===== src/rtl/phm_pkg.sv =====
// ----------------------------------------------------------------------------
// phm_pkg
// Shared types, codes and constants of the peer heartbeat monitor.
// ----------------------------------------------------------------------------
package phm_pkg;

    localparam int unsigned MaxPeersDefault = 8;

    localparam int unsigned ADDR_W  = 32;
    localparam int unsigned AGE_W   = 16;
    localparam int unsigned FUNC_W  = 2;
    localparam int unsigned CODE_W  = 2;
    localparam int unsigned CFG_W   = 16;

    localparam logic [AGE_W-1:0] AGE_MAX         = '1;
    localparam logic [CFG_W-1:0] TIMEOUT_RESET   = 16'd1000;
    localparam logic [CFG_W-1:0] PERIOD_RESET    = 16'd100;
    localparam logic [AGE_W-1:0] PING_TIMER_INIT = '1;

    typedef logic [FUNC_W-1:0] t_func;
    typedef logic [CODE_W-1:0] t_code;

    // Input item kinds.
    localparam t_func FUNC_PKT    = 2'd0;
    localparam t_func FUNC_TICK   = 2'd1;
    localparam t_func FUNC_REMOVE = 2'd2;
    localparam t_func FUNC_NONE   = 2'd3;

    // Event codes.
    localparam t_code EV_NEW  = 2'd0;
    localparam t_code EV_LOST = 2'd1;
    localparam t_code EV_PING = 2'd2;
    localparam t_code EV_FULL = 2'd3;

    // Configuration register indexes.
    localparam logic CFG_TIMEOUT = 1'b0;
    localparam logic CFG_PERIOD  = 1'b1;

    // Commands from the controller to the datapath.
    typedef struct packed {
        logic accept;     // latch the input item, start a new scan
        logic scan;       // walk the peer table
        logic insert;     // add the peer at the lowest free slot, report new
        logic pong_clr;   // clear the age of the matching peer
        logic remove;     // drop the matching peer, report lost
        logic emit_full;  // report table full
        logic em_next;    // skip a slot that did not time out
        logic em_read;    // fetch the key of a timed-out slot
        logic em_lost;    // report the fetched timed-out peer
        logic emit_ping;  // report a ping request
    } t_cmd;

    // Status from the datapath to the controller.
    typedef struct packed {
        t_func func;
        logic  is_pong;
        logic  scan_done;
        logic  match;
        logic  free_found;
        logic  drop_here;
        logic  drop_none;
        logic  ping;
        logic  out_free;
    } t_stat;

endpackage


===== src/rtl/phm_ctrl.sv =====
// ----------------------------------------------------------------------------
// phm_ctrl
// Sequencer of the peer heartbeat monitor: input acceptance, table scan,
// decision and ordered reporting of events.
// ----------------------------------------------------------------------------
module phm_ctrl
    import phm_pkg::*;
(
    input  logic  i_clk,
    input  logic  i_rst_n,
    input  logic  i_s_tvalid,
    output logic  o_s_tready,
    input  t_stat i_stat,
    output t_cmd  o_cmd
);

    localparam logic [2:0] S_IDLE    = 3'd0;
    localparam logic [2:0] S_SCAN    = 3'd1;
    localparam logic [2:0] S_DECIDE  = 3'd2;
    localparam logic [2:0] S_DROP_RD = 3'd3;
    localparam logic [2:0] S_DROP_EM = 3'd4;
    localparam logic [2:0] S_PING    = 3'd5;

    logic [2:0] r_state;
    logic [2:0] n_state;

    assign o_s_tready = (r_state == S_IDLE);

    always_comb begin
        n_state = r_state;
        o_cmd   = '0;
        unique case (r_state)
            S_IDLE: begin
                if (i_s_tvalid) begin
                    o_cmd.accept = 1'b1;
                    n_state      = S_SCAN;
                end
            end
            S_SCAN: begin
                o_cmd.scan = 1'b1;
                if (i_stat.scan_done) begin
                    n_state = S_DECIDE;
                end
            end
            S_DECIDE: begin
                unique case (i_stat.func)
                    FUNC_PKT: begin
                        if (i_stat.match) begin
                            o_cmd.pong_clr = i_stat.is_pong;
                            n_state        = S_IDLE;
                        end else if (i_stat.out_free) begin
                            o_cmd.insert    = i_stat.free_found;
                            o_cmd.emit_full = !i_stat.free_found;
                            n_state         = S_IDLE;
                        end
                    end
                    FUNC_REMOVE: begin
                        if (!i_stat.match) begin
                            n_state = S_IDLE;
                        end else if (i_stat.out_free) begin
                            o_cmd.remove = 1'b1;
                            n_state      = S_IDLE;
                        end
                    end
                    FUNC_TICK: begin
                        n_state = S_DROP_RD;
                    end
                    default: begin
                        n_state = S_IDLE;
                    end
                endcase
            end
            S_DROP_RD: begin
                priority if (i_stat.drop_none) begin
                    n_state = i_stat.ping ? S_PING : S_IDLE;
                end else if (i_stat.drop_here) begin
                    o_cmd.em_read = 1'b1;
                    n_state       = S_DROP_EM;
                end else begin
                    o_cmd.em_next = 1'b1;
                end
            end
            S_DROP_EM: begin
                if (i_stat.out_free) begin
                    o_cmd.em_lost = 1'b1;
                    n_state       = S_DROP_RD;
                end
            end
            S_PING: begin
                if (i_stat.out_free) begin
                    o_cmd.emit_ping = 1'b1;
                    n_state         = S_IDLE;
                end
            end
            default: begin
                n_state = S_IDLE;
            end
        endcase
    end

    always_ff @(posedge i_clk) begin
        if (!i_rst_n) begin
            r_state <= S_IDLE;
        end else begin
            r_state <= n_state;
        end
    end

endmodule


===== src/rtl/phm_dp.sv =====
// ----------------------------------------------------------------------------
// phm_dp
// Datapath of the peer heartbeat monitor: peer table, ages, ping timer,
// configuration registers and the result register.
// ----------------------------------------------------------------------------
module phm_dp
    import phm_pkg::*;
#(
    parameter int unsigned MAX_PEERS = MaxPeersDefault
) (
    input  logic              i_clk,
    input  logic              i_rst_n,
    input  t_cmd              i_cmd,
    output t_stat             o_stat,
    input  logic [ADDR_W-1:0] i_s_tdata,
    input  logic [2:0]        i_s_tuser,
    input  logic              i_cfg_valid,
    input  logic              i_cfg_index,
    input  logic [CFG_W-1:0]  i_cfg_data,
    input  logic              i_m_tready,
    output logic              o_m_tvalid,
    output logic [ADDR_W-1:0] o_m_tdata,
    output logic [CODE_W-1:0] o_m_tuser,
    output logic              o_m_tlast
);

    localparam int unsigned IDX_W = (MAX_PEERS > 1) ? $clog2(MAX_PEERS) : 1;
    localparam int unsigned CNT_W = $clog2(MAX_PEERS + 1);
    localparam logic [CNT_W-1:0] PEERS = CNT_W'(MAX_PEERS);

    // Peer table storage.
    logic [ADDR_W-1:0] key_mem [MAX_PEERS];
    logic [AGE_W-1:0]  age_mem [MAX_PEERS];

    logic [CFG_W-1:0]  r_timeout;
    logic [CFG_W-1:0]  r_period;
    logic [AGE_W-1:0]  r_ping_timer;
    logic              r_ping;

    t_func             r_func;
    logic [ADDR_W-1:0] r_addr;
    logic              r_pong;

    logic [MAX_PEERS-1:0] r_valid;
    logic [MAX_PEERS-1:0] r_drop;
    logic [CNT_W-1:0]     r_drop_cnt;
    logic [IDX_W-1:0]     r_em_idx;

    logic [CNT_W-1:0]  r_scan_idx;
    logic              r_proc_vld;
    logic [IDX_W-1:0]  r_proc_idx;
    logic              r_match;
    logic [IDX_W-1:0]  r_match_idx;
    logic              r_free_found;
    logic [IDX_W-1:0]  r_free_idx;

    logic [ADDR_W-1:0] r_key_q;
    logic [AGE_W-1:0]  r_age_q;

    logic              r_out_valid;
    t_code             r_out_code;
    logic [ADDR_W-1:0] r_out_addr;
    logic              r_out_last;

    logic              scan_rd;
    logic              rd_en;
    logic [IDX_W-1:0]  rd_addr;
    logic              proc_lookup;
    logic              proc_tick;
    logic [AGE_W-1:0]  age_inc;
    logic              age_drop;
    logic              age_we;
    logic              key_we;
    logic [IDX_W-1:0]  wr_addr;
    logic [AGE_W-1:0]  age_wdata;
    logic [AGE_W-1:0]  ping_next;
    logic              out_free;
    logic              any_emit;

    assign out_free = !r_out_valid || i_m_tready;
    assign any_emit = i_cmd.insert | i_cmd.emit_full | i_cmd.remove |
                      i_cmd.em_lost | i_cmd.emit_ping;

    assign scan_rd = i_cmd.scan && (r_scan_idx < PEERS);
    assign rd_en   = scan_rd || i_cmd.em_read;
    assign rd_addr = i_cmd.em_read ? r_em_idx : r_scan_idx[IDX_W-1:0];

    assign proc_lookup = r_proc_vld && (r_func != FUNC_TICK);
    assign proc_tick   = r_proc_vld && (r_func == FUNC_TICK) && r_valid[r_proc_idx];
    assign age_inc     = (r_age_q == AGE_MAX) ? r_age_q : r_age_q + AGE_W'(1);
    assign age_drop    = (age_inc > r_timeout);

    assign ping_next = (r_ping_timer == AGE_MAX) ? r_ping_timer
                                                 : r_ping_timer + AGE_W'(1);

    // Single write port: ages during a tick scan, key and age on insert, age on pong.
    always_comb begin
        age_we    = 1'b0;
        key_we    = 1'b0;
        wr_addr   = r_proc_idx;
        age_wdata = '0;
        priority if (proc_tick) begin
            age_we    = 1'b1;
            age_wdata = age_drop ? '0 : age_inc;
        end else if (i_cmd.insert) begin
            age_we  = 1'b1;
            key_we  = 1'b1;
            wr_addr = r_free_idx;
        end else if (i_cmd.pong_clr) begin
            age_we  = 1'b1;
            wr_addr = r_match_idx;
        end else begin
            age_we = 1'b0;
        end
    end

    always_ff @(posedge i_clk) begin
        if (key_we) begin
            key_mem[wr_addr] <= r_addr;
        end
        if (age_we) begin
            age_mem[wr_addr] <= age_wdata;
        end
        if (rd_en) begin
            r_key_q <= key_mem[rd_addr];
            r_age_q <= age_mem[rd_addr];
        end
    end

    // Configuration registers and ping timer.
    always_ff @(posedge i_clk) begin
        if (!i_rst_n) begin
            r_timeout    <= TIMEOUT_RESET;
            r_period     <= PERIOD_RESET;
            r_ping_timer <= PING_TIMER_INIT;
            r_ping       <= 1'b0;
        end else begin
            if (i_cfg_valid) begin
                unique case (i_cfg_index)
                    CFG_TIMEOUT: r_timeout <= i_cfg_data;
                    CFG_PERIOD:  r_period  <= i_cfg_data;
                endcase
            end
            if (i_cmd.accept) begin
                if (i_s_tuser[FUNC_W-1:0] == FUNC_TICK) begin
                    r_ping       <= (ping_next >= r_period);
                    r_ping_timer <= (ping_next >= r_period) ? '0 : ping_next;
                end else begin
                    r_ping <= 1'b0;
                end
            end
        end
    end

    // Input item, scan bookkeeping and valid bits.
    always_ff @(posedge i_clk) begin
        if (i_cmd.accept) begin
            r_func <= i_s_tuser[FUNC_W-1:0];
            r_pong <= i_s_tuser[FUNC_W];
            r_addr <= i_s_tdata;
        end
        if (scan_rd) begin
            r_proc_idx <= r_scan_idx[IDX_W-1:0];
        end
        if (proc_lookup && r_valid[r_proc_idx] && (r_key_q == r_addr) && !r_match) begin
            r_match_idx <= r_proc_idx;
        end
        if (proc_lookup && !r_valid[r_proc_idx] && !r_free_found) begin
            r_free_idx <= r_proc_idx;
        end
    end

    always_ff @(posedge i_clk) begin
        if (!i_rst_n) begin
            r_valid      <= '0;
            r_drop       <= '0;
            r_drop_cnt   <= '0;
            r_em_idx     <= '0;
            r_scan_idx   <= '0;
            r_proc_vld   <= 1'b0;
            r_match      <= 1'b0;
            r_free_found <= 1'b0;
        end else begin
            r_proc_vld <= scan_rd;
            if (i_cmd.accept) begin
                r_drop       <= '0;
                r_drop_cnt   <= '0;
                r_em_idx     <= '0;
                r_scan_idx   <= '0;
                r_match      <= 1'b0;
                r_free_found <= 1'b0;
            end
            if (scan_rd) begin
                r_scan_idx <= r_scan_idx + CNT_W'(1);
            end
            if (proc_lookup && r_valid[r_proc_idx] && (r_key_q == r_addr)) begin
                r_match <= 1'b1;
            end
            if (proc_lookup && !r_valid[r_proc_idx]) begin
                r_free_found <= 1'b1;
            end
            if (proc_tick && age_drop) begin
                r_valid[r_proc_idx] <= 1'b0;
                r_drop[r_proc_idx]  <= 1'b1;
                r_drop_cnt          <= r_drop_cnt + CNT_W'(1);
            end
            if (i_cmd.insert) begin
                r_valid[r_free_idx] <= 1'b1;
            end
            if (i_cmd.remove) begin
                r_valid[r_match_idx] <= 1'b0;
            end
            if (i_cmd.em_next) begin
                r_em_idx <= r_em_idx + IDX_W'(1);
            end
            if (i_cmd.em_lost) begin
                r_drop[r_em_idx] <= 1'b0;
                r_drop_cnt       <= r_drop_cnt - CNT_W'(1);
                r_em_idx         <= r_em_idx + IDX_W'(1);
            end
        end
    end

    // Result register: a new result may be loaded in the cycle the old one leaves.
    always_ff @(posedge i_clk) begin
        if (!i_rst_n) begin
            r_out_valid <= 1'b0;
        end else if (any_emit) begin
            r_out_valid <= 1'b1;
        end else if (i_m_tready) begin
            r_out_valid <= 1'b0;
        end
    end

    always_ff @(posedge i_clk) begin
        priority if (i_cmd.insert) begin
            r_out_code <= EV_NEW;
            r_out_addr <= r_addr;
            r_out_last <= 1'b1;
        end else if (i_cmd.emit_full) begin
            r_out_code <= EV_FULL;
            r_out_addr <= r_addr;
            r_out_last <= 1'b1;
        end else if (i_cmd.remove) begin
            r_out_code <= EV_LOST;
            r_out_addr <= r_addr;
            r_out_last <= 1'b1;
        end else if (i_cmd.em_lost) begin
            // Last only when no other timed-out peer and no ping follow.
            r_out_code <= EV_LOST;
            r_out_addr <= r_key_q;
            r_out_last <= (r_drop_cnt == CNT_W'(1)) && !r_ping;
        end else if (i_cmd.emit_ping) begin
            r_out_code <= EV_PING;
            r_out_addr <= '0;
            r_out_last <= 1'b1;
        end else begin
            r_out_last <= r_out_last;
        end
    end

    assign o_m_tvalid = r_out_valid;
    assign o_m_tdata  = r_out_addr;
    assign o_m_tuser  = r_out_code;
    assign o_m_tlast  = r_out_last;

    always_comb begin
        o_stat            = '0;
        o_stat.func       = r_func;
        o_stat.is_pong    = r_pong;
        o_stat.scan_done  = (r_scan_idx == PEERS) && !r_proc_vld;
        o_stat.match      = r_match;
        o_stat.free_found = r_free_found;
        o_stat.drop_here  = r_drop[r_em_idx];
        o_stat.drop_none  = (r_drop_cnt == '0);
        o_stat.ping       = r_ping;
        o_stat.out_free   = out_free;
    end

    a_one_emit: assert property (@(posedge i_clk) disable iff (!i_rst_n)
        $onehot0({i_cmd.insert, i_cmd.emit_full, i_cmd.remove,
                  i_cmd.em_lost, i_cmd.emit_ping}))
        else $error("more than one result loaded in one cycle");

    a_emit_free: assert property (@(posedge i_clk) disable iff (!i_rst_n)
        any_emit |-> out_free)
        else $error("result loaded over a result not yet taken");

    a_lost_pending: assert property (@(posedge i_clk) disable iff (!i_rst_n)
        i_cmd.em_lost |-> (r_drop_cnt != '0) && r_drop[r_em_idx])
        else $error("lost report without a pending timed-out slot");

    a_drop_count: assert property (@(posedge i_clk) disable iff (!i_rst_n)
        r_drop_cnt == $countones(r_drop))
        else $error("timed-out count disagrees with pending slots");

endmodule


===== src/rtl/peer_heartbeat_monitor_unit.sv =====
// ----------------------------------------------------------------------------
// peer_heartbeat_monitor_unit
// Heartbeat timeout monitor over a small table of peers.
// ----------------------------------------------------------------------------
// Input stream (s side): tdata is the peer address, tuser carries the item
// kind (packet, tick, remove) and the pong flag. Output stream (m side):
// tdata is the address of the event, tuser the event code, tlast marks the
// last event caused by one input item. Configuration writes (timeout and
// ping period) go over the cfg channel, which is always ready; they must be
// made while the monitor is idle, which the block itself does not enforce.
// Each item walks the whole peer table through one registered memory read
// port, one slot per cycle. A packet or remove result is loaded into the
// result register after the scan and the decision, and the next item is
// taken only once the sequencer is back in idle. A tick then walks the
// timed-out marks up to the last lost peer, skipping each slot that stays
// and reading and reporting each lost peer, until it finds none left; it
// then reports the ping if one is due before returning to idle.
// A one-entry result register lets the next item be accepted while the last
// result still waits; when the receiver stalls, the sequence holds before
// loading the next result. Reset empties the table, restores the register
// defaults and sets the ping timer so that the first tick pings.
// ----------------------------------------------------------------------------
module peer_heartbeat_monitor_unit
    import phm_pkg::*;
#(
    parameter int unsigned MAX_PEERS = MaxPeersDefault
) (
    input  logic              i_clk,
    input  logic              i_rst_n,
    input  logic              i_s_tvalid,
    output logic              o_s_tready,
    input  logic [ADDR_W-1:0] i_s_tdata,   // [31:0] peer_address
    input  logic [2:0]        i_s_tuser,   // [1:0] func, [2] is_pong
    output logic              o_m_tvalid,
    input  logic              i_m_tready,
    output logic [ADDR_W-1:0] o_m_tdata,   // [31:0] event_address
    output logic [CODE_W-1:0] o_m_tuser,   // [1:0] event_code
    output logic              o_m_tlast,
    input  logic              i_cfg_valid,
    output logic              o_cfg_ready,
    input  logic              i_cfg_index,
    input  logic [CFG_W-1:0]  i_cfg_data
);

    t_cmd  cmd;
    t_stat stat;

    assign o_cfg_ready = 1'b1;

    phm_ctrl u_ctrl (
        .i_clk      (i_clk),
        .i_rst_n    (i_rst_n),
        .i_s_tvalid (i_s_tvalid),
        .o_s_tready (o_s_tready),
        .i_stat     (stat),
        .o_cmd      (cmd)
    );

    phm_dp #(
        .MAX_PEERS (MAX_PEERS)
    ) u_dp (
        .i_clk       (i_clk),
        .i_rst_n     (i_rst_n),
        .i_cmd       (cmd),
        .o_stat      (stat),
        .i_s_tdata   (i_s_tdata),
        .i_s_tuser   (i_s_tuser),
        .i_cfg_valid (i_cfg_valid),
        .i_cfg_index (i_cfg_index),
        .i_cfg_data  (i_cfg_data),
        .i_m_tready  (i_m_tready),
        .o_m_tvalid  (o_m_tvalid),
        .o_m_tdata   (o_m_tdata),
        .o_m_tuser   (o_m_tuser),
        .o_m_tlast   (o_m_tlast)
    );

endmodule


===== config.mk =====
export PLATFORM = sky130hd
export DESIGN_NAME = peer_heartbeat_monitor_unit
export DESIGN_NICKNAME = d
export VERILOG_FILES = /design/src/rtl/phm_pkg.sv /design/src/rtl/phm_ctrl.sv /design/src/rtl/phm_dp.sv /design/src/rtl/peer_heartbeat_monitor_unit.sv
export SDC_FILE = /design/constraint.sdc
export NUM_CORES = 1
export LEC_CHECK = 0
export ABC_AREA = 1
export ABC_CLOCK_PERIOD_IN_PS = 3600
export BUFFER_PORTS_ARGS = -buffer_cell sky130_fd_sc_hd__buf_2
export CELL_PAD_IN_SITES_DETAIL_PLACEMENT = 1
export CELL_PAD_IN_SITES_GLOBAL_PLACEMENT = 1
export CORE_MARGIN = 2
export CORE_UTILIZATION = 44
export DETAILED_ROUTE_END_ITERATION = 16
export PLACE_DENSITY = 0.74
export SETUP_SLACK_MARGIN = 0.5
export SLEW_MARGIN = 40
export SYNTH_ARGS = -nofsm -noshare
export SYNTH_HDL_FRONTEND = slang
export SYNTH_SLANG_ARGS = --single-unit

===== constraint.sdc =====
create_clock -name i_clk -period 3.6 [get_ports i_clk]
set_input_delay 0.54 -clock i_clk [delete_from_list [all_inputs] [get_ports i_clk]]
set_output_delay 0.54 -clock i_clk [all_outputs]
set_load 0.01 [all_outputs]

# Word-level counts from Yosys, hierarchy flattened

Memory sizes are Yosys's and may differ from the RTL's. A register that Yosys moved wholly into a read port is not among the register bits.
Index checks and enable logic that the tools add are counted.

Register bits after elaboration: 162
RAM bits: 384
Input bits: 57
Output and inout port bits: 38
Word-level logic and storage cells: 209
Memories kept: 2

Memories:

| name         | depth | width | rd ports | clocked after Yosys merged registers in | wr ports | line         | source |
|---|---|---|---|---|---|---|---|
| u_dp.key_mem | 8     | 32    | 1        | 1                                       | 1        | phm_dp.sv:32 | `logic [ADDR_W-1:0] key_mem [MAX_PEERS];` |
| u_dp.age_mem | 8     | 16    | 1        | 1                                       | 1        | phm_dp.sv:33 | `logic [AGE_W-1:0] age_mem [MAX_PEERS];` |

$add $sub $neg: 6
Magnitude comparators: 11
Equal/unequal tests: 18
Multiplexer cells: 95
Bitwise gates (word level): 13
Reductions and logical operators: 41

Operators with widths:

| cell                                                       | count |
|---|---|
| 2-to-1 mux 32 bit                                          | 5 |
| 2-to-1 mux 16 bit                                          | 5 |
| 2-to-1 mux 8 bit                                           | 10 |
| 2-to-1 mux 3 bit                                           | 16 |
| 2-to-1 mux 1 bit                                           | 39 |
| adder 16 x 1 -> 16 bit, second input constant              | 2 |
| == test 16 bit, second input constant                      | 2 |
| == test 32 bit                                             | 1 |
| bitwise AND 8 bit                                          | 3 |
| inverter 8 bit                                             | 3 |
| 2-to-1 mux 4 bit                                           | 5 |
| one-hot mux 3 bit (6 select lines)                         | 1 |
| >= comparator 16 bit                                       | 1 |
| greater-than comparator 16 bit                             | 1 |
| logical AND 1 bit                                          | 16 |
| less-than comparator 3 x 4 -> 1 bit, second input constant | 4 |
| OR 8 bit                                                   | 2 |
| 2-to-1 mux 2 bit                                           | 7 |
| demux 1 bit (select 3 bit)                                 | 4 |
| >= comparator 3 x 1 -> 1 bit, second input constant        | 4 |
| nonzero test 2 bit                                         | 5 |
| one-hot mux 3 bit (3 select lines)                         | 1 |
| adder 4 x 1 -> 4 bit, second input constant                | 2 |
| binary-select mux 1 bit (select 3 bit)                     | 2 |
| other kinds (26)                                           | 43 |

# Logic depth before layout (Yosys ltp)

Gate-level depths: netlist of the first run.

Word-level depth: 13
Mapped depth: 22
Depth with buffers taken out: 22

# By module

From an unflattened synthesis of the first run, not the netlist that was laid out.

Cells, all modules: 2,287
Area, all modules: 25,325.5 sq um

Modules (own cells, without submodules):

| module                      | times used | cells an instance | area an instance (sq um) | seq. area each (sq um) |
|---|---|---|---|---|
| phm_dp                      | 1          | 2,213             | 24,956.4                 | 16,916.2 |
| phm_ctrl                    | 1          | 72                | 357.8                    | 60.1 |
| peer_heartbeat_monitor_unit | 1          | 2                 | 11.3                     | 0.0 |

# Worst setup path after synthesis of the first run

Ideal clock, no wire load.

Kind: input port to flip-flop
Start: input port i_s_tvalid
End: register u_dp.r_ping_timer[10]
Library setup time: 0.125 ns
Arrival: 3.610 ns
Required time: 3.475 ns
Path slack: -0.135 ns
Stages: 8
Buffers on the path: 1
Path through: inv_1 -> nor2_1 -> clkinv_1 -> nor2_2 -> inv_1 -> clkbuf_1 -> a21oi_1 -> o21ai_0

RTL lines:

| what                   | line                              | source |
|---|---|---|
| start: declaration     | peer_heartbeat_monitor_unit.sv:30 | `input logic i_s_tvalid,` |
| end signal: assignment | phm_dp.sv:147                     | `r_ping_timer <= (ping_next >= r_period) ? '0 : ping_next;` |
| end: declaration       | phm_dp.sv:37                      | `logic [AGE_W-1:0] r_ping_timer;` |

# Worst setup path after layout of the first run

Start: register u_dp.r_age_q[0], read port of u_dp.age_mem
End: memory u_dp.age_mem[3][4] (data pin)

Cells in the longest elaborated chain, start to end: 5
Elaborated cells on any way between the ends: 6
Those cells by class: add/sub: 1; order compare: 1; eq/ne: 1; mux: 3

RTL lines:

| what                                                            | line          | source |
|---|---|---|
| start: declaration                                              | phm_dp.sv:58  | `logic [AGE_W-1:0] r_age_q;` |
| adder 16 x 1 -> 16 bit / == test 16 bit (equally long branches) | phm_dp.sv:90  | `assign age_inc = (r_age_q == AGE_MAX) ? r_age_q : r_age_q + AGE_W'(1);` |
| 2-to-1 mux 16 bit *                                             | phm_dp.sv:90  |  |
| greater-than comparator 16 bit                                  | phm_dp.sv:91  | `assign age_drop = (age_inc > r_timeout);` |
| 2-to-1 mux 16 bit *                                             | phm_dp.sv:104 | `age_wdata = age_drop ? '0 : age_inc;` |
| 2-to-1 mux 16 bit *                                             | phm_dp.sv:102 | `priority if (proc_tick) begin` |
| via u_dp.age_wdata[4]                                           | phm_dp.sv:75  | `logic [AGE_W-1:0] age_wdata;` |
| end: declaration                                                | phm_dp.sv:33  |  |

The timed path passes the listed nets; every way through them passes the cells marked *.

==> results of run 1 <==
[flip-flops by register name, indices dropped and copies added, names as in the netlist, 4 cells and up]
signal and count:
u_dp.key_mem 256, u_dp.age_mem 128, u_dp.o_m_tdata 32, u_dp.r_addr 32, u_dp.r_key_q 32, u_dp.r_age_q 16
u_dp.r_period 16, u_dp.r_ping_timer 16, u_dp.r_timeout 16, u_dp.r_drop 8, u_dp.r_valid 8, u_dp.r_drop_cnt 4
u_dp.r_scan_idx 4
[power by group]
| part | leakage (uW) | internal (uW) | switching [uW] |
|---|---|---|---|
| clock network | 0.000962 | 3620 | 2790 |
| registers | 0.00558 | 7670 | 216 |
| logic | 0.00688 | 658 | 1370 |
[stage by stage]
stage / hold WS, ps / instances / cell area [um^2] / total power (uW) / setup TNS [ps]
after CTS: 18.64 / 3837 / 31680 / 16360 / 0
after global placement: 441.3 / 3711 / 29300 / 9792 / 0
final: 52.66 / 3848 / 31930 / 16320 / 0
after detailed placement: 463.0 / 3711 / 29300 / 9895 / -124.5
after floorplan: 429.9 / 2843 / 27570 / 9154 / 0
after global routing: 36.28 / 3848 / 31930 / 16890 / 0
[cells by family (layout without fill, tap and decap cells)]
kind of cell	Yosys count	after routing
simple gates	1291	1291
flops	594	594
fa+ha+maj	40	40
xor+xnor	46	46
buf+inv	635	803
compound gates	236	236
other cells	1	1
[worst max-delay path: stages, from the launching register on]
cell,delay [ps]
sky130_fd_sc_hd__edfxtp_1,370
sky130_fd_sc_hd__ha_2,220
sky130_fd_sc_hd__nand2_1,80
sky130_fd_sc_hd__inv_2,100
sky130_fd_sc_hd__nand3_4,80
sky130_fd_sc_hd__nor2_4,130
sky130_fd_sc_hd__nand4_1,100
sky130_fd_sc_hd__buf_6,160
sky130_fd_sc_hd__buf_4,130
sky130_fd_sc_hd__nand2_2,70
sky130_fd_sc_hd__xor2_2,180
sky130_fd_sc_hd__inv_1,90
sky130_fd_sc_hd__ha_4,280
sky130_fd_sc_hd__nand2_2,50
sky130_fd_sc_hd__inv_2,50
sky130_fd_sc_hd__o21ai_1,60
sky130_fd_sc_hd__a21oi_1,130
sky130_fd_sc_hd__nor2_1,80
sky130_fd_sc_hd__nand2_2,90
sky130_fd_sc_hd__nand2_2,80
sky130_fd_sc_hd__nand2_4,120
sky130_fd_sc_hd__buf_12,180
sky130_fd_sc_hd__a21oi_2,50
sky130_fd_sc_hd__buf_6,140
[per-layer routing]
metal / wire [um] / up-vias
met1: 35560 / 10460
met5: 23 / -
met4: 3080 / 4
met2: 40190 / 594
li1: - / 9684
met3: 4897 / 199
[synth_stat cells, drive strengths merged, types with 40 or more instances]
| cell type | count | share of area, % |
|---|---|---|
| nand3 | 447 | 8.2 |
| clkbuf | 58 | 0.79 |
| dfxtp | 86 | 6.3 |
| nand2 | 611 | 8.4 |
| buf | 71 | 1.3 |
| nand3b | 52 | 1.4 |
| a21oi | 93 | 1.7 |
| inv | 503 | 6.9 |
| o21ai | 69 | 1.3 |
| edfxtp | 508 | 55 |
| ha | 40 | 1.8 |
| nor2 | 119 | 1.7 |
[area by class of cell]
class | count | area, um^2 | area share [%]
Tap cell | 837 | 1047 | 3.280
Multi-Input combinational cell | 1614 | 8610 | 26.97
Clock buffer | 70 | 1560 | 4.887
Timing Repair Buffer | 183 | 1386 | 4.342
Inverter | 506 | 1899 | 5.949
Clock inverter | 44 | 444.2 | 1.391
Sequential cell | 594 | 16980 | 53.18
[worst paths after layout]
path,from,endpoint,slack (ps),cells past startpoint
min reg2reg,u_dp.r_period[10],u_dp.r_period[10],470,2
max reg2reg,u_dp.r_age_q[0],u_dp.age_mem[3][4],310,23
min,i_s_tdata[9],u_dp.r_addr[9],50,1
max,u_dp.r_age_q[0],u_dp.age_mem[3][4],310,23
[repair_timing]
item | in CTS | in global routing
hold endpoints to repair | 0 | 0
cloned | 1 | 0
pin swaps | 18 | 18
endpoints found under the setup margin | 165 | 229
buffers inserted | 11 | 11
gates resized for setup | 62 | 42
==> insert_results.sql, run 1 <==
INSERT INTO impl_metrics (metric_group, metric, value, unit) VALUES
('outcome', 'status', 'finished clean', ''),
('logic_synthesis', 'syn_area', '27520', 'um^2'),
('clock_network', 'tritoncts_clock_tree', 'built', ''),
('timing', 'grt_setup_unrepaired', 'true', ''),
('grt', 'global_route.usage.met3', '3.974', '%'),
('timing', 'tightest_slew', '839.9', 'ps'),
('final_layout', 'post_route_cells_drive_above_1_share', '12.55', '%'),
('pwr', 'cellLeakagePower', '0.01342', 'uW'),
('die', 'die_h', '254.1', 'um'),
('place', 'post-place-ws', '-15.72', 'ps'),
('die', 'placeableCoreArea', '61830', 'um^2'),
('pwr', 'power_density', '511.3', 'nW/um^2'),
('clock_network', 'clock_path_buffers', '3', ''),
('final_layout', 'num_antenna_cells', '0', ''),
('logic_synthesis', 'post_synth_num_cell_types', '43', ''),
('routing', 'routed_wire_length_per_instance', '21.76', 'um'),
('grt', 'wire_length_of_the_first_global_routing_pass', '127.5', 'mm'),
('worst_setup_path', 'critical_path_arrival', '3700', 'ps'),
('routing', 'postRouteAntennaNets', '0', ''),
('place', 'place.port_buffers', '93', ''),
('pwr', 'peakVddDrop', '0.4378', 'mV'),
('grt', 'grt_antenna_before_repair', '5', ''),
('die', 'initial_core_util', '44.51', '%'),
('grt', 'pin_count_of_the_biggest_net_entering_global_routing', '123', ''),
('routing', 'drt_iter0_markers', '1691', ''),
('worst_setup_path', 'critPathMaxFanout', '8', ''),
('grt', 'global_route.usage.total', '25.98', '%'),
('hold_path', 'hold_path.class', 'in2reg', ''),
('die', 'fp.dieArea', '64560', 'um^2'),
('timing', 'clock.fmax', '303.5', 'MHz'),
('clock_network', 'cts.reportedPaths.clkPinSlew', '70', 'ps'),
('grt', 'first_global_vias', '22250', ''),
('die', 'horizontal_extent_of_the_die', '254.1', 'um'),
('logic_synthesis', 'synth_xor_xnor_area_share', '1.464', '%'),
('worst_setup_path', 'crit_type', 'reg2reg', ''),
('die', 'ios', '95', ''),
('worst_setup_path', 'crit_path_end_kind', 'flop', ''),
('logic_synthesis', 'ys_ff_latch', '594', ''),
('worst_setup_path', 'required', '4010', 'ps'),
('routing', 'via_per_inst', '5.442', ''),
('grt', 'globalRoute.busiestLayer', 'met2', ''),
('logic_synthesis', 'synthesis.instances', '2843', ''),
('logic_synthesis', 'synth_top_flop_cell', 'sky130_fd_sc_hd__edfxtp_1', ''),
('timing', 'relSlewSlack', '44.01', '%'),
('logic_synthesis', 'syn_nets', '2940', ''),
('timing', 'hold_viol_final', '0', ''),
('timing', 'slew_violations', '0', ''),
('clock_network', 'clock_sinks', '594', ''),
('timing', 'skew', '36.40', 'ps'),
('final_layout', 'commonest_non_fill_non_tap_cell_in_the_layout', 'sky130_fd_sc_hd__nand2_1', ''),
('logic_synthesis', 'synth.yosys.seq_area_share', '61.69', '%'),
('logic_synthesis', 'synth-compound-area-share', '5.101', '%'),
('logic_synthesis', 'synth_top_family_by_area', 'simple AND/OR/NAND/NOR gates', ''),
('routing', 'remaining_drc_errors', '0', ''),
('final_layout', 'syn_to_final_growth', '16.01', '%'),
('routing', 'drt_first_pass_iters', '5', ''),
('timing', 'fin_crit_sh', '91.52', '%'),
('routing', 'total_via_count_after_detailed_routing', '20940', ''),
('logic_synthesis', 'yosys.area_share.simple', '20.93', '%'),
('clock_network', 'htreeDepth', '2', ''),
('grt', 'grt_overflow', '0', ''),
('clock_network', 'clock-root-buffer', 'sky130_fd_sc_hd__clkbuf_16', ''),
('place', 'gp_congestion', '0.8594', ''),
('timing', 'final.setup.worst_slack', '305.2', 'ps'),
('logic_synthesis', 'number_of_enable_type_register_cells_in_the_synthesized_netlist', '508', ''),
('final_layout', 'final_net_count', '3057', ''),
('routing', 'routed_wirelength', '83.75', 'mm'),
('grt', 'met1_usage', '33.85', '%'),
('flow_run', 'max_cap_violations', '0', ''),
('clock_network', 'cts_inserted_buffers', '61', ''),
('timing', 'final_setup_violation_count', '0', '');
Power figures use the tool's default switching activity.
==> run 2: changes to the inputs <==
--- a/config.mk
+++ b/config.mk
@@ -7,14 +7,14 @@
 export LEC_CHECK = 0
 export ABC_AREA = 1
 export ABC_CLOCK_PERIOD_IN_PS = 3600
-export BUFFER_PORTS_ARGS = -buffer_cell sky130_fd_sc_hd__buf_2
+export BUFFER_PORTS_ARGS = -buffer_cell sky130_fd_sc_hd__clkbuf_2
 export CELL_PAD_IN_SITES_DETAIL_PLACEMENT = 1
 export CELL_PAD_IN_SITES_GLOBAL_PLACEMENT = 1
 export CORE_MARGIN = 2
 export CORE_UTILIZATION = 44
 export DETAILED_ROUTE_END_ITERATION = 16
 export PLACE_DENSITY = 0.74
-export SETUP_SLACK_MARGIN = 0.5
+export SETUP_SLACK_MARGIN = 0.15
 export SLEW_MARGIN = 40
 export SYNTH_ARGS = -nofsm -noshare
 export SYNTH_HDL_FRONTEND = slang
==> insert_results.sql, run 2 (synthesis results as in run 1) <==
INSERT INTO impl_metrics (metric_group, metric, value, unit) VALUES
('outcome', 'status', 'finished clean', ''),
('timing', 'slew_violations', '0', ''),
('routing', 'drt_iter0_markers', '1424', ''),
('routing', 'drt_first_pass_iters', '5', ''),
('grt', 'grt_antenna_before_repair', '0', ''),
('final_layout', 'commonest_non_fill_non_tap_cell_in_the_layout', 'sky130_fd_sc_hd__nand2_1', ''),
('pwr', 'peakVddDrop', '0.4480', 'mV'),
('routing', 'postRouteAntennaNets', '0', ''),
('final_layout', 'largest_register', 'u_dp.key_mem', ''),
('timing', 'hold_viol_final', '0', ''),
('timing', 'skew', '31.71', 'ps'),
('worst_setup_path', 'r2r_start', 'u_dp.r_age_q[0]', ''),
('clock_network', 'clock_sinks', '594', ''),
('die', 'ios', '95', ''),
('routing', 'total_via_count_after_detailed_routing', '20930', ''),
('final_layout', 'final_net_count', '3044', ''),
('clock_network', 'clock_path_buffers', '3', ''),
('worst_setup_path', 'crit_path_cell_trace', 'buf_4, nand2_1, nor2_2, nand2_1, nor3_2, nand2_1, nor2_2, nand2_1, o21ai_0, nand2_1, nand2_1, ha_1, a21oi_1, o21ai_0, nor2_1, nand2_1, nand2_2, nand2_8, buf_8, a21oi_4', ''),
('timing', 'relSlewSlack', '42.64', '%'),
('timing', 'setup_total_negative_slack', '0', 'ps'),
('final_layout', 'final_cell_mix', 'sky130_fd_sc_hd__nand2_1 (600), sky130_fd_sc_hd__edfxtp_1 (508), sky130_fd_sc_hd__inv_1 (487)', ''),
('worst_setup_path', 'timing.critical_path.buf_inv', '2', ''),
('final_layout', 'num_antenna_cells', '0', ''),
('die', 'initial_core_util', '44.51', '%'),
('pwr', 'cellLeakagePower', '0.01341', 'uW'),
('final_layout', 'syn_to_final_growth', '15.63', '%'),
('grt', 'global_route.usage.total', '25.79', '%'),
('routing', 'remaining_drc_errors', '0', ''),
('hold_path', 'hold_path.class', 'in2reg', ''),
('grt', 'wire_length_of_the_first_global_routing_pass', '127.6', 'mm'),
('worst_setup_path', 'crit_path_end_kind', 'flop', ''),
('worst_setup_path', 'critPathMostFrequentCell', 'sky130_fd_sc_hd__nand2_1', ''),
('flow_run', 'max_cap_violations', '0', ''),
('worst_setup_path', 'worst-path-stages', '20', ''),
('worst_setup_path', 'crit_path_top_delay_cell', 'sky130_fd_sc_hd__edfxtp_1', ''),
('place', 'place.port_buffers', '93', ''),
('grt', 'grt_overflow', '0', ''),
('die', 'die_h', '254.1', 'um'),
('timing', 'tightest_slew', '860.5', 'ps'),
('timing', 'final_setup_violation_count', '0', ''),
('worst_setup_path', 'reg_to_reg_end', 'u_dp.age_mem[0][5]', ''),
('final_layout', 'largest_reg_flops', '256', ''),
('routing', 'routed_wirelength', '82.98', 'mm'),
('final_layout', 'fillCellCount', '6861', ''),
('place', 'place.detailed.hpwl', '50.11', 'mm'),
('die', 'fp.dieArea', '64560', 'um^2'),
('worst_setup_path', 'required', '4050', 'ps'),
('worst_setup_path', 'crit_type', 'reg2reg', ''),
('worst_setup_path', 'worstSetupStartpoint', 'u_dp.r_age_q[0]', ''),
('clock_network', 'cts.reportedPaths.clkPinSlew', '70', 'ps'),
('routing', 'routed_wire_length_per_instance', '21.64', 'um'),
('worst_setup_path', 'timing.reg2reg.worst_path_depth', '20', ''),
('routing', 'via_per_inst', '5.458', ''),
('final_layout', 'postLayoutCoreUtil', '51.47', '%'),
('final_layout', 'multi_input_area', '8496', 'um^2'),
('worst_setup_path', 'critPathMaxFanout', '8', ''),
('die', 'core.rowCount', '91', ''),
('timing', 'grt_setup_unrepaired', 'false', ''),
('timing', 'fin_crit_sh', '92.79', '%'),
('final_layout', 'final-seq-area', '16980', 'um^2'),
('timing', 'clock.fmax', '299.4', 'MHz'),
('worst_setup_path', 'worst_path_largest_cell_delay', '370', 'ps'),
('clock_network', 'cts_inserted_buffers', '60', ''),
('hold_path', 'hold_depth', '1', ''),
('grt', 'first_global_vias', '22430', ''),
('die', 'placeableCoreArea', '61830', 'um^2'),
('worst_setup_path', 'crit_path_to', 'u_dp.age_mem[0][5]', ''),
('final_layout', 'top_regs', 'u_dp.key_mem: 256 flops, u_dp.age_mem: 128 flops', ''),
('place', 'gp_congestion', '0.8801', ''),
('grt', 'pin_count_of_the_biggest_net_entering_global_routing', '77', ''),
('die', 'horizontal_extent_of_the_die', '254.1', 'um'),
('pwr', 'power_density', '514.1', 'nW/um^2'),
('timing', 'period_needed', '3340', 'ps'),
('clock_network', 'tritoncts_clock_tree', 'built', ''),
('final_layout', 'post_route_cells_drive_above_1_share', '11.71', '%'),
('clock_network', 'clk_latency', '650', 'ps'),
('clock_network', 'clock-root-buffer', 'sky130_fd_sc_hd__clkbuf_16', ''),
('worst_setup_path', 'critical_path.startpoint_type', 'flop', ''),
('worst_setup_path', 'path_delay_family', 'simple AND/OR/NAND/NOR gates', ''),
('worst_setup_path', 'r2r_setup_slk', '260', 'ps'),
('clock_network', 'htreeDepth', '2', ''),
('worst_setup_path', 'critical_path_arrival', '3790', 'ps');
-- run 2: cell count changes in the layout (fill, tap and decap cells not counted), sizes merged --
| cell | delta |
|---|---|
| clkinv | -1 |
| clkbuf | +99 |
| clkinvlp | -1 |
| buf | -105 |
| bufinv | -2 |
| inv | -3 |
-- run 2: final cells by class --
class / count / share of cell area [%]
Sequential cell: 594 / 53.35
Multi-Input combinational cell: 1614 / 26.70
Inverter: 506 / 5.969
Clock buffer: 76 / 5.399
Timing Repair Buffer: 171 / 4.239
Tap cell: 837 / 3.291
Clock inverter: 37 / 1.054
-- run 2: worst min path at each step --
stage / to / slack, ps / from
global route: u_dp.r_addr[17] / 40 / i_s_tdata[17]
global placement: u_dp.r_proc_idx[2] / 440 / u_dp.r_scan_idx[2]
detailed placement: u_dp.r_valid[6] / 460 / u_dp.r_valid[6]
finish: u_dp.r_addr[22] / 70 / i_s_tdata[22]
floorplan: u_dp.r_scan_idx[2] / 430 / u_dp.r_scan_idx[2]
CTS: u_dp.r_addr[20] / 30 / i_s_tdata[20]
-- run 2: metal layers --
metal  GRT usage [%]  share of wire (%)
met1           33.44                 43
met5               0                  0
met2           44.34                 49
met3           3.800                5.4
met4           8.504                3.0
-- run 2: what timing repair did --
action                     CTS  global route
setup endpoints to repair  132           147
pin swaps                    2             9
hold buffers                 0             0
gates resized for setup     33            42
buffers inserted             2             4
-- run 2: power by group --
group          total [uW]  internal (uW)  leakage [uW]  switching [uW]
registers            7890           7670       0.00558             217
logic                1970            637       0.00681            1330
clock network        6500           3730       0.00101            2770
-- run 2: through the flow --
stage                     worst slack [ps]  power, uW  cells  area, um^2  hold slack [ps]
after floorplan                      222.7       9147   2843       27530            429.9
after global placement              -66.31       9788   3716       29400            439.5
after detailed placement            -223.8       9899   3716       29400            458.1
after CTS                            140.3      16380   3831       31600            32.24
after global routing                 37.32      16950   3835       31820            41.93
final                                259.7      16360   3835       31820            66.91
